<file path="config.mk">
export PLATFORM = sky130hd
export DESIGN_NAME = register_alu_instruction_executor_top
export DESIGN_NICKNAME = d
export VERILOG_FILES = /design/src/rtl/core/raie_pkg.sv /design/src/rtl/core/raie_ram.sv /design/src/rtl/core/register_alu_instruction_executor_top.sv
export SDC_FILE = /design/constraint.sdc
export NUM_CORES = 2
export LEC_CHECK = 0
export BUFFER_PORTS_ARGS = -buffer_cell sky130_fd_sc_hd__buf_2
export CAP_MARGIN = 20
export CORE_MARGIN = 2
export CORE_UTILIZATION = 50
export CTS_CLUSTER_DIAMETER = 40
export DETAILED_ROUTE_END_ITERATION = 16
export PLACE_DENSITY = 0.65
export SYNTH_ARGS = -nofsm -noshare
export SYNTH_HDL_FRONTEND = slang
export SYNTH_HIERARCHICAL = 1
export SYNTH_SLANG_ARGS = --single-unit
</file>
<file path="constraint.sdc">
create_clock -name clk -period 19.79 [get_ports clk]
set_clock_uncertainty 0.2 [all_clocks]
set_input_delay 0.9895 -clock clk [delete_from_list [all_inputs] [get_ports clk]]
set_output_delay 0.9895 -clock clk [all_outputs]
set_load 0.03 [all_outputs]
</file>
<file path="src/rtl/core/raie_pkg.sv">
// Shared types, codes and field layout of the register ALU instruction executor.
// Used by the top level, the checker and the bench; depends on nothing.
package raie_pkg;

    localparam int MEM_WORDS_DEF   = 256;
    localparam int STACK_DEPTH_DEF = 16;
    localparam int NUM_REGS        = 5;
    localparam int REG_AW          = 3;
    localparam int DATA_W          = 10;
    localparam int CALC_W          = 12;

    // Request and result bus widths.
    localparam int S_TDATA_W = 32;
    localparam int M_TDATA_W = 16;

    // Request field positions, lowest field first.
    localparam int IN_CMD_LSB   = 0;
    localparam int IN_SK_LSB    = 4;
    localparam int IN_DK_LSB    = 6;
    localparam int IN_SR_LSB    = 8;
    localparam int IN_DR_LSB    = 11;
    localparam int IN_IMM_LSB   = 14;
    localparam int IN_MADDR_LSB = 22;

    localparam logic [3:0] CMD_ADD  = 4'd0;
    localparam logic [3:0] CMD_SUB  = 4'd1;
    localparam logic [3:0] CMD_AND  = 4'd2;
    localparam logic [3:0] CMD_OR   = 4'd3;
    localparam logic [3:0] CMD_XOR  = 4'd4;
    localparam logic [3:0] CMD_NOT  = 4'd5;
    localparam logic [3:0] CMD_INC  = 4'd6;
    localparam logic [3:0] CMD_MOV  = 4'd7;
    localparam logic [3:0] CMD_PUSH = 4'd8;
    localparam logic [3:0] CMD_POP  = 4'd9;

    localparam logic [1:0] SRC_REG     = 2'd0;
    localparam logic [1:0] SRC_IMM     = 2'd1;
    localparam logic [1:0] SRC_MEM_DIR = 2'd2;
    localparam logic [1:0] SRC_MEM_IND = 2'd3;

    localparam logic [1:0] DST_REG     = 2'd0;
    localparam logic [1:0] DST_MEM_DIR = 2'd1;
    localparam logic [1:0] DST_MEM_IND = 2'd2;

    localparam logic [1:0] STAT_OK        = 2'd0;
    localparam logic [1:0] STAT_INVALID   = 2'd1;
    localparam logic [1:0] STAT_OVERFLOW  = 2'd2;
    localparam logic [1:0] STAT_UNDERFLOW = 2'd3;

    typedef enum logic [3:0] {
        ST_CLEAR = 4'b0001,
        ST_IDLE  = 4'b0010,
        ST_EXEC  = 4'b0100,
        ST_MEMRD = 4'b1000
    } state_t;

    // Wraps a raw result once by 256 and keeps the low ten bits.
    function automatic logic [DATA_W-1:0] wrap10(input logic signed [CALC_W-1:0] v);
        logic signed [CALC_W-1:0] w;
        begin
            if (v > 12'sd256)
            begin
                w = v - 12'sd256;
            end
            else if (v < 12'sd0)
            begin
                w = v + 12'sd256;
            end
            else
            begin
                w = v;
            end
            return w[DATA_W-1:0];
        end
    endfunction

    // Sign-extends a stored ten-bit word to the arithmetic width.
    function automatic logic signed [CALC_W-1:0] sext(input logic [DATA_W-1:0] d);
        return signed'({{(CALC_W-DATA_W){d[DATA_W-1]}}, d});
    endfunction

endpackage

</file>
<file path="src/rtl/core/raie_ram.sv">
// Generic synchronous RAM: one write port and two read ports with registered data.
// Depends on nothing; width and depth come from parameters.
module raie_ram #(
    parameter int WIDTH = 10,
    parameter int DEPTH = 16
) (
    input  logic                     clk,
    input  logic                     we,
    input  logic [$clog2(DEPTH)-1:0] waddr,
    input  logic [WIDTH-1:0]         wdata,
    input  logic                     re_a,
    input  logic [$clog2(DEPTH)-1:0] raddr_a,
    output logic [WIDTH-1:0]         rdata_a,
    input  logic                     re_b,
    input  logic [$clog2(DEPTH)-1:0] raddr_b,
    output logic [WIDTH-1:0]         rdata_b
);

    logic [WIDTH-1:0] mem_reg [DEPTH];
    logic [WIDTH-1:0] rdata_a_reg;
    logic [WIDTH-1:0] rdata_b_reg;

    always_ff @(posedge clk)
    begin
        if (we)
        begin
            mem_reg[waddr] <= wdata;
        end
        if (re_a)
        begin
            rdata_a_reg <= mem_reg[raddr_a];
        end
        if (re_b)
        begin
            rdata_b_reg <= mem_reg[raddr_b];
        end
    end

    assign rdata_a = rdata_a_reg;
    assign rdata_b = rdata_b_reg;

endmodule

</file>
<file path="src/rtl/core/register_alu_instruction_executor_top.sv">
// Register ALU instruction executor: five registers, flags, data memory and a data stack.
// A request is taken in IDLE and its result is registered in EXEC, or in MEMRD for a move
// from register-indirect memory; the finish waits while the result register is full. A new
// request is taken only once the previous one has finished, including any data memory read.
// Reset: async, active low; then a clearing pass over all of data memory zeroes it and
// the register file, during which no request is taken. Uses raie_pkg and raie_ram.
module register_alu_instruction_executor_top #(
    parameter int MEM_WORDS   = raie_pkg::MEM_WORDS_DEF,
    parameter int STACK_DEPTH = raie_pkg::STACK_DEPTH_DEF
) (
    input  logic                            clk,
    input  logic                            rst_n,
    // Request channel.
    input  logic                            s_tvalid,
    output logic                            s_tready,
    // s_tdata from bit 0: cmd[4], src_kind[2], dst_kind[2], src_reg[3], dst_reg[3],
    // immediate[8], mem_addr[8], zero fill[2].
    input  logic [raie_pkg::S_TDATA_W-1:0]  s_tdata,
    // Result channel.
    output logic                            m_tvalid,
    input  logic                            m_tready,
    // m_tdata from bit 0: status[2], written_value[10] (signed), carry_flag[1],
    // zero_flag[1], zero fill[2].
    output logic [raie_pkg::M_TDATA_W-1:0]  m_tdata
);

    localparam int MEM_AW = $clog2(MEM_WORDS);
    localparam int STK_AW = $clog2(STACK_DEPTH);
    localparam int CNT_W  = $clog2(STACK_DEPTH + 1);
    localparam int DW     = raie_pkg::DATA_W;
    localparam int CW     = raie_pkg::CALC_W;
    localparam int RAW    = raie_pkg::REG_AW;

    // ------------------------------------------------------------------
    // Control state. The block works on one request at a time: a request
    // is taken in IDLE, where the register file, the direct memory address
    // and the top of stack are all read. EXEC sees that read data and
    // either finishes or, for a load through a register, reads data memory
    // once more and finishes in MEMRD. Every write to the memories by a request
    // happens in the finishing cycle, so the next request, which is read no
    // earlier than the following cycle, always sees the updated contents.
    // ------------------------------------------------------------------
    raie_pkg::state_t state_reg;
    raie_pkg::state_t state_next;

    logic [MEM_AW-1:0] clr_idx_reg;

    // Latched request fields.
    logic [3:0] cmd_reg;
    logic [1:0] sk_reg;
    logic [1:0] dk_reg;
    logic [2:0] sr_reg;
    logic [2:0] dr_reg;
    logic [7:0] imm_reg;
    logic [7:0] maddr_reg;

    // Architectural state held in flip-flops.
    logic             carry_reg;
    logic             zero_reg;
    logic [CNT_W-1:0] stk_cnt_reg;
    logic [CNT_W-1:0] stk_cnt_next;
    // Register A is read by every add and subtract next to two register
    // operands, so a copy of it is kept outside the register file.
    logic [DW-1:0]    a_copy_reg;

    // Result register that parts the two sides of the block.
    logic                           m_tvalid_reg;
    logic [raie_pkg::M_TDATA_W-1:0] m_tdata_reg;

    // Memory ports.
    logic            rf_we;
    logic [RAW-1:0]  rf_waddr;
    logic [DW-1:0]   rf_wdata;
    logic [DW-1:0]   rf_rdata_src;
    logic [DW-1:0]   rf_rdata_dst;
    logic            dm_we;
    logic [MEM_AW-1:0] dm_waddr;
    logic [DW-1:0]   dm_wdata;
    logic [DW-1:0]   dm_rdata_dir;
    logic [DW-1:0]   dm_rdata_ind;
    logic            dm_re_ind;
    logic            stk_we;
    logic [DW-1:0]   stk_rdata;

    logic accept;
    logic finish;
    logic need_indirect;

    // Results of the execute logic.
    logic [1:0]    res_status;
    logic [DW-1:0] res_wv;
    logic          res_carry;
    logic          res_zero;
    logic          res_reg_we;
    logic          res_mem_we;
    logic [MEM_AW-1:0] res_mem_addr;
    logic          res_push;
    logic          res_pop;

    assign accept   = s_tvalid && s_tready;
    assign s_tready = (state_reg == raie_pkg::ST_IDLE);

    // A load through a register needs the register value as a memory
    // address, so it takes one extra memory read after EXEC.
    assign need_indirect = (cmd_reg == raie_pkg::CMD_MOV) &&
                           (sk_reg == raie_pkg::SRC_MEM_IND) &&
                           (dk_reg == raie_pkg::DST_REG) &&
                           (sr_reg < 3'(raie_pkg::NUM_REGS)) &&
                           (dr_reg < 3'(raie_pkg::NUM_REGS));

    // The result is committed only when the output register is free or
    // being emptied in this cycle; otherwise the block waits with all
    // read data held in the memories' output registers.
    assign finish = ((state_reg == raie_pkg::ST_EXEC && !need_indirect) ||
                     (state_reg == raie_pkg::ST_MEMRD)) &&
                    (!m_tvalid_reg || m_tready);

    assign dm_re_ind = (state_reg == raie_pkg::ST_EXEC) && need_indirect;

    always_comb
    begin
        state_next = state_reg;
        unique case (state_reg)
            raie_pkg::ST_CLEAR:
            begin
                if (clr_idx_reg == MEM_AW'(MEM_WORDS - 1))
                begin
                    state_next = raie_pkg::ST_IDLE;
                end
            end
            raie_pkg::ST_IDLE:
            begin
                if (accept)
                begin
                    state_next = raie_pkg::ST_EXEC;
                end
            end
            raie_pkg::ST_EXEC:
            begin
                if (need_indirect)
                begin
                    state_next = raie_pkg::ST_MEMRD;
                end
                else if (finish)
                begin
                    state_next = raie_pkg::ST_IDLE;
                end
            end
            raie_pkg::ST_MEMRD:
            begin
                if (finish)
                begin
                    state_next = raie_pkg::ST_IDLE;
                end
            end
            default:
            begin
                state_next = raie_pkg::ST_CLEAR;
            end
        endcase
    end

    // ------------------------------------------------------------------
    // Execute logic. All operands are widened to twelve signed bits, which
    // holds every sum, difference and complement of two ten-bit words, so
    // the flags are taken from the exact unwrapped value.
    // ------------------------------------------------------------------
    always_comb
    begin
        logic signed [CW-1:0] src_x;
        logic signed [CW-1:0] dst_x;
        logic signed [CW-1:0] a_x;
        logic signed [CW-1:0] imm_x;
        logic signed [CW-1:0] opnd_x;
        logic signed [CW-1:0] mem_x;
        logic signed [CW-1:0] v;
        logic                 sr_ok;
        logic                 dr_ok;
        logic                 dir_ok;
        logic                 ind_src_ok;
        logic                 ind_dst_ok;
        logic                 set_fl;

        src_x      = raie_pkg::sext(rf_rdata_src);
        dst_x      = raie_pkg::sext(rf_rdata_dst);
        a_x        = raie_pkg::sext(a_copy_reg);
        imm_x      = signed'({4'b0000, imm_reg});
        opnd_x     = (sk_reg == raie_pkg::SRC_IMM) ? imm_x : src_x;
        sr_ok      = (sr_reg < 3'(raie_pkg::NUM_REGS));
        dr_ok      = (dr_reg < 3'(raie_pkg::NUM_REGS));
        dir_ok     = ({1'b0, maddr_reg} < 9'(MEM_WORDS));
        ind_src_ok = !rf_rdata_src[DW-1] && (rf_rdata_src < DW'(MEM_WORDS));
        ind_dst_ok = !rf_rdata_dst[DW-1] && (rf_rdata_dst < DW'(MEM_WORDS));

        // An address outside data memory reads as zero.
        if (sk_reg == raie_pkg::SRC_MEM_DIR)
        begin
            mem_x = dir_ok ? raie_pkg::sext(dm_rdata_dir) : '0;
        end
        else
        begin
            mem_x = ind_src_ok ? raie_pkg::sext(dm_rdata_ind) : '0;
        end

        res_status   = raie_pkg::STAT_OK;
        res_wv       = '0;
        res_carry    = carry_reg;
        res_zero     = zero_reg;
        res_reg_we   = 1'b0;
        res_mem_we   = 1'b0;
        res_mem_addr = maddr_reg[MEM_AW-1:0];
        res_push     = 1'b0;
        res_pop      = 1'b0;
        set_fl       = 1'b0;
        v            = '0;

        unique case (cmd_reg) inside
            raie_pkg::CMD_ADD, raie_pkg::CMD_SUB, raie_pkg::CMD_AND,
            raie_pkg::CMD_OR, raie_pkg::CMD_XOR, raie_pkg::CMD_NOT:
            begin
                if (dk_reg != raie_pkg::DST_REG || !dr_ok || sk_reg > raie_pkg::SRC_IMM ||
                    (sk_reg == raie_pkg::SRC_REG && !sr_ok))
                begin
                    res_status = raie_pkg::STAT_INVALID;
                end
                else
                begin
                    case (cmd_reg)
                        raie_pkg::CMD_ADD: v = a_x + opnd_x;
                        raie_pkg::CMD_SUB: v = a_x - opnd_x;
                        raie_pkg::CMD_AND: v = opnd_x & dst_x;
                        raie_pkg::CMD_OR:  v = opnd_x | dst_x;
                        raie_pkg::CMD_XOR: v = opnd_x ^ dst_x;
                        default:           v = ~opnd_x;
                    endcase
                    res_reg_we = 1'b1;
                    set_fl     = 1'b1;
                end
            end
            raie_pkg::CMD_INC:
            begin
                if (sk_reg != raie_pkg::SRC_REG || dk_reg != raie_pkg::DST_REG ||
                    !sr_ok || !dr_ok)
                begin
                    res_status = raie_pkg::STAT_INVALID;
                end
                else
                begin
                    v          = src_x + 12'sd1;
                    res_reg_we = 1'b1;
                    set_fl     = 1'b1;
                end
            end
            raie_pkg::CMD_MOV:
            begin
                if (sk_reg == raie_pkg::SRC_MEM_DIR || sk_reg == raie_pkg::SRC_MEM_IND)
                begin
                    // Loads go to a register only.
                    if (dk_reg != raie_pkg::DST_REG || !dr_ok ||
                        (sk_reg == raie_pkg::SRC_MEM_IND && !sr_ok))
                    begin
                        res_status = raie_pkg::STAT_INVALID;
                    end
                    else
                    begin
                        v          = mem_x;
                        res_reg_we = 1'b1;
                        set_fl     = 1'b1;
                    end
                end
                else if ((sk_reg == raie_pkg::SRC_REG && !sr_ok) ||
                         (dk_reg != raie_pkg::DST_REG && dk_reg != raie_pkg::DST_MEM_DIR &&
                          dk_reg != raie_pkg::DST_MEM_IND) ||
                         (dk_reg != raie_pkg::DST_MEM_DIR && !dr_ok))
                begin
                    res_status = raie_pkg::STAT_INVALID;
                end
                else if (dk_reg == raie_pkg::DST_REG)
                begin
                    v          = opnd_x;
                    res_reg_we = 1'b1;
                    set_fl     = 1'b1;
                end
                else
                begin
                    // A store keeps the value unwrapped and leaves the flags alone.
                    // Out-of-range addresses drop the write but still report it.
                    res_wv = opnd_x[DW-1:0];
                    if (dk_reg == raie_pkg::DST_MEM_DIR)
                    begin
                        res_mem_we   = dir_ok;
                        res_mem_addr = maddr_reg[MEM_AW-1:0];
                    end
                    else
                    begin
                        res_mem_we   = ind_dst_ok;
                        res_mem_addr = rf_rdata_dst[MEM_AW-1:0];
                    end
                end
            end
            raie_pkg::CMD_PUSH:
            begin
                // Flags follow the immediate even when the stack is full.
                v      = imm_x;
                set_fl = 1'b1;
                if (stk_cnt_reg >= CNT_W'(STACK_DEPTH))
                begin
                    res_status = raie_pkg::STAT_OVERFLOW;
                end
                else
                begin
                    res_push = 1'b1;
                    res_wv   = raie_pkg::wrap10(imm_x);
                end
            end
            raie_pkg::CMD_POP:
            begin
                if (!dr_ok)
                begin
                    res_status = raie_pkg::STAT_INVALID;
                end
                else if (stk_cnt_reg == '0)
                begin
                    res_status = raie_pkg::STAT_UNDERFLOW;
                end
                else
                begin
                    v          = raie_pkg::sext(stk_rdata);
                    res_pop    = 1'b1;
                    res_reg_we = 1'b1;
                    set_fl     = 1'b1;
                end
            end
            default:
            begin
                res_status = raie_pkg::STAT_INVALID;
            end
        endcase

        if (res_reg_we)
        begin
            res_wv = raie_pkg::wrap10(v);
        end
        if (set_fl)
        begin
            res_carry = (v < 12'sd0) || (v > 12'sd256);
            res_zero  = (v == 12'sd0);
        end
    end

    always_comb
    begin
        stk_cnt_next = stk_cnt_reg;
        if (finish && res_push)
        begin
            stk_cnt_next = stk_cnt_reg + 1'b1;
        end
        else if (finish && res_pop)
        begin
            stk_cnt_next = stk_cnt_reg - 1'b1;
        end
    end

    // Memory write ports: the clearing pass owns them right after reset.
    always_comb
    begin
        if (state_reg == raie_pkg::ST_CLEAR)
        begin
            rf_we    = (clr_idx_reg < MEM_AW'(raie_pkg::NUM_REGS));
            rf_waddr = clr_idx_reg[RAW-1:0];
            rf_wdata = '0;
            dm_we    = 1'b1;
            dm_waddr = clr_idx_reg;
            dm_wdata = '0;
        end
        else
        begin
            rf_we    = finish && res_reg_we;
            rf_waddr = dr_reg;
            rf_wdata = res_wv;
            dm_we    = finish && res_mem_we;
            dm_waddr = res_mem_addr;
            dm_wdata = res_wv;
        end
    end

    assign stk_we = finish && res_push;

    // Register file: port a reads the source register, port b the
    // destination (or address) register.
    raie_ram #(
        .WIDTH (DW),
        .DEPTH (raie_pkg::NUM_REGS)
    ) u_reg_ram (
        .clk     (clk),
        .we      (rf_we),
        .waddr   (rf_waddr),
        .wdata   (rf_wdata),
        .re_a    (accept),
        .raddr_a (s_tdata[raie_pkg::IN_SR_LSB +: RAW]),
        .rdata_a (rf_rdata_src),
        .re_b    (accept),
        .raddr_b (s_tdata[raie_pkg::IN_DR_LSB +: RAW]),
        .rdata_b (rf_rdata_dst)
    );

    // Data memory: port a reads the direct address as the request arrives,
    // port b reads through a register in EXEC.
    raie_ram #(
        .WIDTH (DW),
        .DEPTH (MEM_WORDS)
    ) u_data_ram (
        .clk     (clk),
        .we      (dm_we),
        .waddr   (dm_waddr),
        .wdata   (dm_wdata),
        .re_a    (accept),
        .raddr_a (s_tdata[raie_pkg::IN_MADDR_LSB +: MEM_AW]),
        .rdata_a (dm_rdata_dir),
        .re_b    (dm_re_ind),
        .raddr_b (rf_rdata_src[MEM_AW-1:0]),
        .rdata_b (dm_rdata_ind)
    );

    // Data stack: the top entry is read as each request arrives, so a pop
    // has its value in EXEC. Entries above the count are never used.
    raie_ram #(
        .WIDTH (DW),
        .DEPTH (STACK_DEPTH)
    ) u_stack_ram (
        .clk     (clk),
        .we      (stk_we),
        .waddr   (stk_cnt_reg[STK_AW-1:0]),
        .wdata   (res_wv),
        .re_a    (accept),
        .raddr_a (STK_AW'(stk_cnt_reg - 1'b1)),
        .rdata_a (stk_rdata),
        .re_b    (1'b0),
        .raddr_b ('0),
        .rdata_b ()
    );

    // Control registers.
    always_ff @(posedge clk or negedge rst_n)
    begin
        if (!rst_n)
        begin
            state_reg    <= raie_pkg::ST_CLEAR;
            clr_idx_reg  <= '0;
            carry_reg    <= 1'b0;
            zero_reg     <= 1'b0;
            stk_cnt_reg  <= '0;
            a_copy_reg   <= '0;
            m_tvalid_reg <= 1'b0;
        end
        else
        begin
            state_reg   <= state_next;
            stk_cnt_reg <= stk_cnt_next;
            if (state_reg == raie_pkg::ST_CLEAR)
            begin
                clr_idx_reg <= clr_idx_reg + 1'b1;
            end
            if (finish)
            begin
                carry_reg    <= res_carry;
                zero_reg     <= res_zero;
                m_tvalid_reg <= 1'b1;
                if (res_reg_we && dr_reg == '0)
                begin
                    a_copy_reg <= res_wv;
                end
            end
            else if (m_tready)
            begin
                m_tvalid_reg <= 1'b0;
            end
        end
    end

    // Payload registers.
    always_ff @(posedge clk)
    begin
        if (accept)
        begin
            cmd_reg   <= s_tdata[raie_pkg::IN_CMD_LSB +: 4];
            sk_reg    <= s_tdata[raie_pkg::IN_SK_LSB +: 2];
            dk_reg    <= s_tdata[raie_pkg::IN_DK_LSB +: 2];
            sr_reg    <= s_tdata[raie_pkg::IN_SR_LSB +: 3];
            dr_reg    <= s_tdata[raie_pkg::IN_DR_LSB +: 3];
            imm_reg   <= s_tdata[raie_pkg::IN_IMM_LSB +: 8];
            maddr_reg <= s_tdata[raie_pkg::IN_MADDR_LSB +: 8];
        end
        if (finish)
        begin
            m_tdata_reg <= {2'b00, res_zero, res_carry, res_wv, res_status};
        end
    end

    assign m_tvalid = m_tvalid_reg;
    assign m_tdata  = m_tdata_reg;

endmodule

</file>
---- After elaboration in Yosys (flattened, before gate mapping) ----
Memories as Yosys holds them, arrays and structs flattened. A register that Yosys moved wholly into a read port is not among the register bits.
Index checks and enable logic that the tools add are counted.
W data, S select, Z words.
storage, ports and cells
  RAM bits ................................ 2770
  memories kept ........................... 3
  bits in read-only memories .............. 0
  word-level logic and storage cells ...... 188
  register bits ........................... 74
  output and inout bits ................... 18
  bits of input ports ..................... 36
  latch bits .............................. 0
memories
  memory               words  bits a word  read ports  clocked after Yosys merged registers in  write ports  RTL line        source
  u_data_ram.mem_reg   256    10           2           2                                        1            raie_ram.sv:19  logic [WIDTH-1:0] mem_reg [DEPTH];
  u_stack_ram.mem_reg  16     10           1           1                                        1            raie_ram.sv:19
  u_reg_ram.mem_reg    5      10           2           2                                        1            raie_ram.sv:19
operators by class
  divide/modulo/power cells ............... 0
  $lt $le $gt $ge ......................... 9
  reductions and logical operators ........ 52
  multiply operators ...................... 0
  $add $sub $neg .......................... 8
  bitwise gates (word level) .............. 4
  mux-type cells .......................... 75
  shift-type cells ........................ 0
  equal/unequal tests ..................... 22
operator list
  operator                 number
  $mux W12                 11
  $pmux W12 S5             2
  $mux W10                 7
  $mux W8                  7
  $mux W1                  32
  $eq A4 B3 Y1 const B     5
  $logic_and A1 B1 Y1      20
  $lt A10 B9 Y1 const B    2
  $pmux W10 S2             1
  $mux W4                  4
  $pmux W4 S4              1
  $logic_or A1 B1 Y1       13
  $add A10 B12 Y12         1
  $and A12 B10 Y12         1
  $eq A4 B2 Y1 const B     3
  $eq A4 B4 Y1 const B     3
  $gt A12 B10 Y1 const B   1
  $logic_not A12 Y1        1
  $lt A12 B1 Y1 const B    1
  $not A12 Y12             1
  $or A12 B10 Y12          1
  $sub A10 B12 Y12         1
  $xor A12 B10 Y12         1
  $add A10 B2 Y11 const B  1
  29 further kinds         49

---- Logic depth before layout (Yosys ltp) ----
  word-level depth ........................ 13
  depth in mapped cells ................... 21
  gate-level depth less buffers ........... 20

---- Cells and area by module ----
Netlist, hierarchy kept.
modules (own cells, without submodules)
  module                                 sequential area each (µm²)  instances  cells each  area an instance (µm²)
  raie_ram at u_data_ram                 77474.3                     1          5980        120287.9
  raie_ram at u_stack_ram                5405.2                      1          375         7992.7
  register_alu_instruction_executor_top  2073.2                      1          683         6144.6
  raie_ram at u_reg_ram                  2102.0                      1          182         2932.8

---- Least setup slack after synthesis ----
OpenSTA, ideal clock, no wires.
  path type ............................... register to register
  start point ............................. register sk_reg[0]
  end point ............................... memory u_data_ram.mem_reg[0][9] (data pin)
  period minus slack after synthesis ...... 13.884 ns
  path buffers ............................ 1
  data arrival time ....................... 11.922 ns
  cell stages (with the launch flop) ...... 21
  slack ................................... 5.906 ns
  data required time ...................... 17.829 ns
  setup time .............................. 1.761 ns
  cell sequence ........................... edfxtp_1 nor2b_4 buf_12 mux2i_2 nand4_2 o21ai_0 xnor2_1 ha_1 o21a_1 o21ai_1 a21oi_1 or3_1 a311oi_1 a211oi_1 a211oi_1 inv_1 ha_1 a31oi_2 a21oi_1 nand2b_1 a31oi_1
between the ends
  cells in the longest elaborated chain, start to end .. 12
  elaborated cells on any way between the ends .. 51
  those cells by class .................... add/sub (4); order compare (3); eq/ne (3); mux (24); bitwise (4); reduce/logical (13)
ends and longest elaborated chain
  what                                                       RTL line                                      source
  start, declared                                            register_alu_instruction_executor_top.sv:50   logic [1:0] sk_reg;
  start signal, assigned                                     register_alu_instruction_executor_top.sv:487  sk_reg <= s_tdata[raie_pkg::IN_SK_LSB +: 2];
  branches (longest 10 deep; another with $sub A10 B12 Y12)  -
  $mux W10 (*)                                               register_alu_instruction_executor_top.sv:340  if (res_reg_we)
  $mux W10 (*)                                               register_alu_instruction_executor_top.sv:367  if (state_reg == raie_pkg::ST_CLEAR)
  net dm_wdata[9]                                            register_alu_instruction_executor_top.sv:78   logic [DW-1:0] dm_wdata;
  end, declared                                              raie_ram.sv:19
Mark *: on every way through the listed nets, which the timed path passes.

---- Worst setup path after layout ----
  start point ............................. register sk_reg[0]
  end point ............................... memory u_data_ram.mem_reg[165][9] (data pin)
The elaborated chain is that of the path after synthesis.

==> results.json <==
{
  "cp-end-kind": "flop",
  "cts_sinks": 2894,
  "p_per_area_mw_per_mm2": 99.1,
  "vdd_ir_drop_max_mv": 0.0815,
  "power_leakage_nw": 51.5,
  "rows": 191,
  "avgSynthCellArea_um2": 19.1,
  "maxSlewHeadroom_pct": 0.240,
  "path_max_fanout": 104,
  "fp.dieH_um": 525,
  "cts_tree": "built",
  "layout-drive-gt1-share_pct": 33.5,
  "clk_latency_ns": 0.94,
  "grt_use_total_pct": 29.8,
  "cts-root-buf": "clkbuf_16",
  "wl_per_cell_um": 36.4,
  "drt_pass1_iterations": 8,
  "setup_viol": 0,
  "grt_pass1_wl_um": 587000,
  "status": "finished, final reports clean",
  "hold_path.class": "primary input to flop",
  "area_growth_pct": 14.6,
  "final_nets": 7552,
  "cts_made_buffers": 426,
  "finalCritPeriodShare_pct": 44.9,
  "io_pins": 54,
  "synthCells": 7124,
  "path_class": "flop to flop",
  "finalWirelength_um": 415000,
  "place_inst": 10600,
  "post-cts-setup-buffer-count": 0,
  "routabilityCongestion": 0.925,
  "worstReg2RegStart": "sk_reg[0]$_DFFE_PP_",
  "post_drt_via_cell_ratio": 7.00,
  "layout_setup_ws_ns": 10.91,
  "startpoint_type": "flop",
  "place_ws_ns": 11.10,
  "instances_no_fill": 11400,
  "setup_tns_ns": 0,
  "finalMaxSlewViolations": 0,
  "syn_area_mm2": 0.136,
  "grt_max_degree": 225,
  "worstPathRequired_ns": 20.15,
  "grt_pass1_vias": 79800,
  "largest_reg_flops": 2560,
  "vias": 79900,
  "drv_cap": 0,
  "fp.dieArea_mm2": 0.276,
  "fin_util_pct": 57.6,
  "dp_hpwl_um": 254000,
  "rsz0062_at_grt": "no",
  "clk_pin_slew_ns": 0.05,
  "fin_crit_ns": 8.88,
  "start_util_pct": 50.2,
  "core-area_mm2": 0.271,
  "drc": 0,
  "numPortBuffers": 49,
  "cts_max_level": 5,
  "grt-ovfl-total": 0,
  "dr.first_iter.drc_count": 11400,
  "synth_warnings": 6,
  "hold_viol_final": 0,
  "fmax_mhz": 113,
  "antenna_left": 0,
  "crit_arrival_ns": 9.24,
  "worst_pin_slew_ns": 1.50,
  "crit_start": "sk_reg[0]$_DFFE_PP_",
  "antenna_found_initial": 18,
  "die-width_um": 525,
  "holdWs_ns": 0.0398,
  "clockBufferDepth": 4,
  "min_from": "s_tdata[4]"
}
==> worst max-delay path, stage by stage (launching register included) <==
cell and delay (ns):
edfxtp_1 0.84, nor2b_4 0.62, mux2i_2 0.51, nand4_2 0.32
o21ai_0 0.30, xnor2_1 0.19, ha_1 0.31, o21a_1 0.15
o21ai_1 0.16, a21oi_1 0.08, or3_1 0.35, a311oi_1 0.27
a211oi_1 0.09, a211oi_1 0.57, inv_1 0.11, ha_1 0.22
a31oi_2 0.23, a21oi_1 0.10, nand2b_1 0.23, a31oi_4 0.17
buf_4 0.65, buf_4 0.75, buf_4 0.87
==> cells in the final DEF (no fill, tap or decap), drive strengths merged, types with 61 or more instances in the layout <==
master / count
nor3: 73
a22o: 61
clkbuf: 459
o221ai: 82
buf: 456
clkinvlp: 67
mux4: 1302
nor2b: 62
a221oi: 84
a21oi: 86
a22oi: 77
a211oi: 71
o22ai: 103
o21ai: 104
edfxtp: 2864
nand2: 182
inv: 145
nor2: 418
clkinv: 131
mux2i: 432
==> cell type report <==
type	count	area, um2
clock buffer	459	10900
multi-input combinational	3630	45900
tap	3570	4470
clock inverter	330	3810
sequential	2894	86800
antenna	12	30.0
inverter	68	268
fill	19900	115000
timing repair buffer	459	3610
==> per-stage QoR <==
step	power (mW)	cell area, um2
floorplan	7.38	136000
global placement	7.77	141000
detailed placement	7.79	141000
CTS	15.5	156000
global route	15.8	156000
finish	15.4	156000
==> worst paths after layout <==
path | end | cells after the start | slack [ns]
hold / removal | sk_reg[0]$_DFFE_PP_ | 1 | 0.04
setup reg to reg | u_data_ram/mem_reg[165][9]$_DFFE_PP_ | 22 | 10.91
hold reg to reg | zero_reg$_DFFE_PN0P_ | 2 | 0.30
setup / recovery | u_data_ram/mem_reg[165][9]$_DFFE_PP_ | 22 | 10.91
max in group asynchronous | a_copy_reg[6]$_DFFE_PN0P_ | 2 | 18.32
min in group asynchronous | state_reg[1]$_DFFE_PN0P_ | 2 | 0.50
==> report_power, final <==
part	internal, mW	switching [mW]	total, mW
Sequential	6.74	0.0354	6.77
Combinational	0.276	0.650	0.925
Clock	4.77	2.96	7.74
==> timing repair <==
action                                 CTS  global route
setup endpoints to repair                0             0
gates resized for setup                  0             0
hold buffers                             3             0
endpoints found under the hold margin   31             0
==> per-layer routing <==
metal / vias to the layer above / wire length (um) / global-route usage [%]
met2: 5144 / 194000 / 46.0
li1: 31400 / - / -
met3: 925 / 47800 / 6.85
met5: - / 64 / 0
met1: 42400 / 154000 / 40.9
met4: 8 / 19900 / 12.8
No activity file was read; power rests on OpenSTA's default activity.
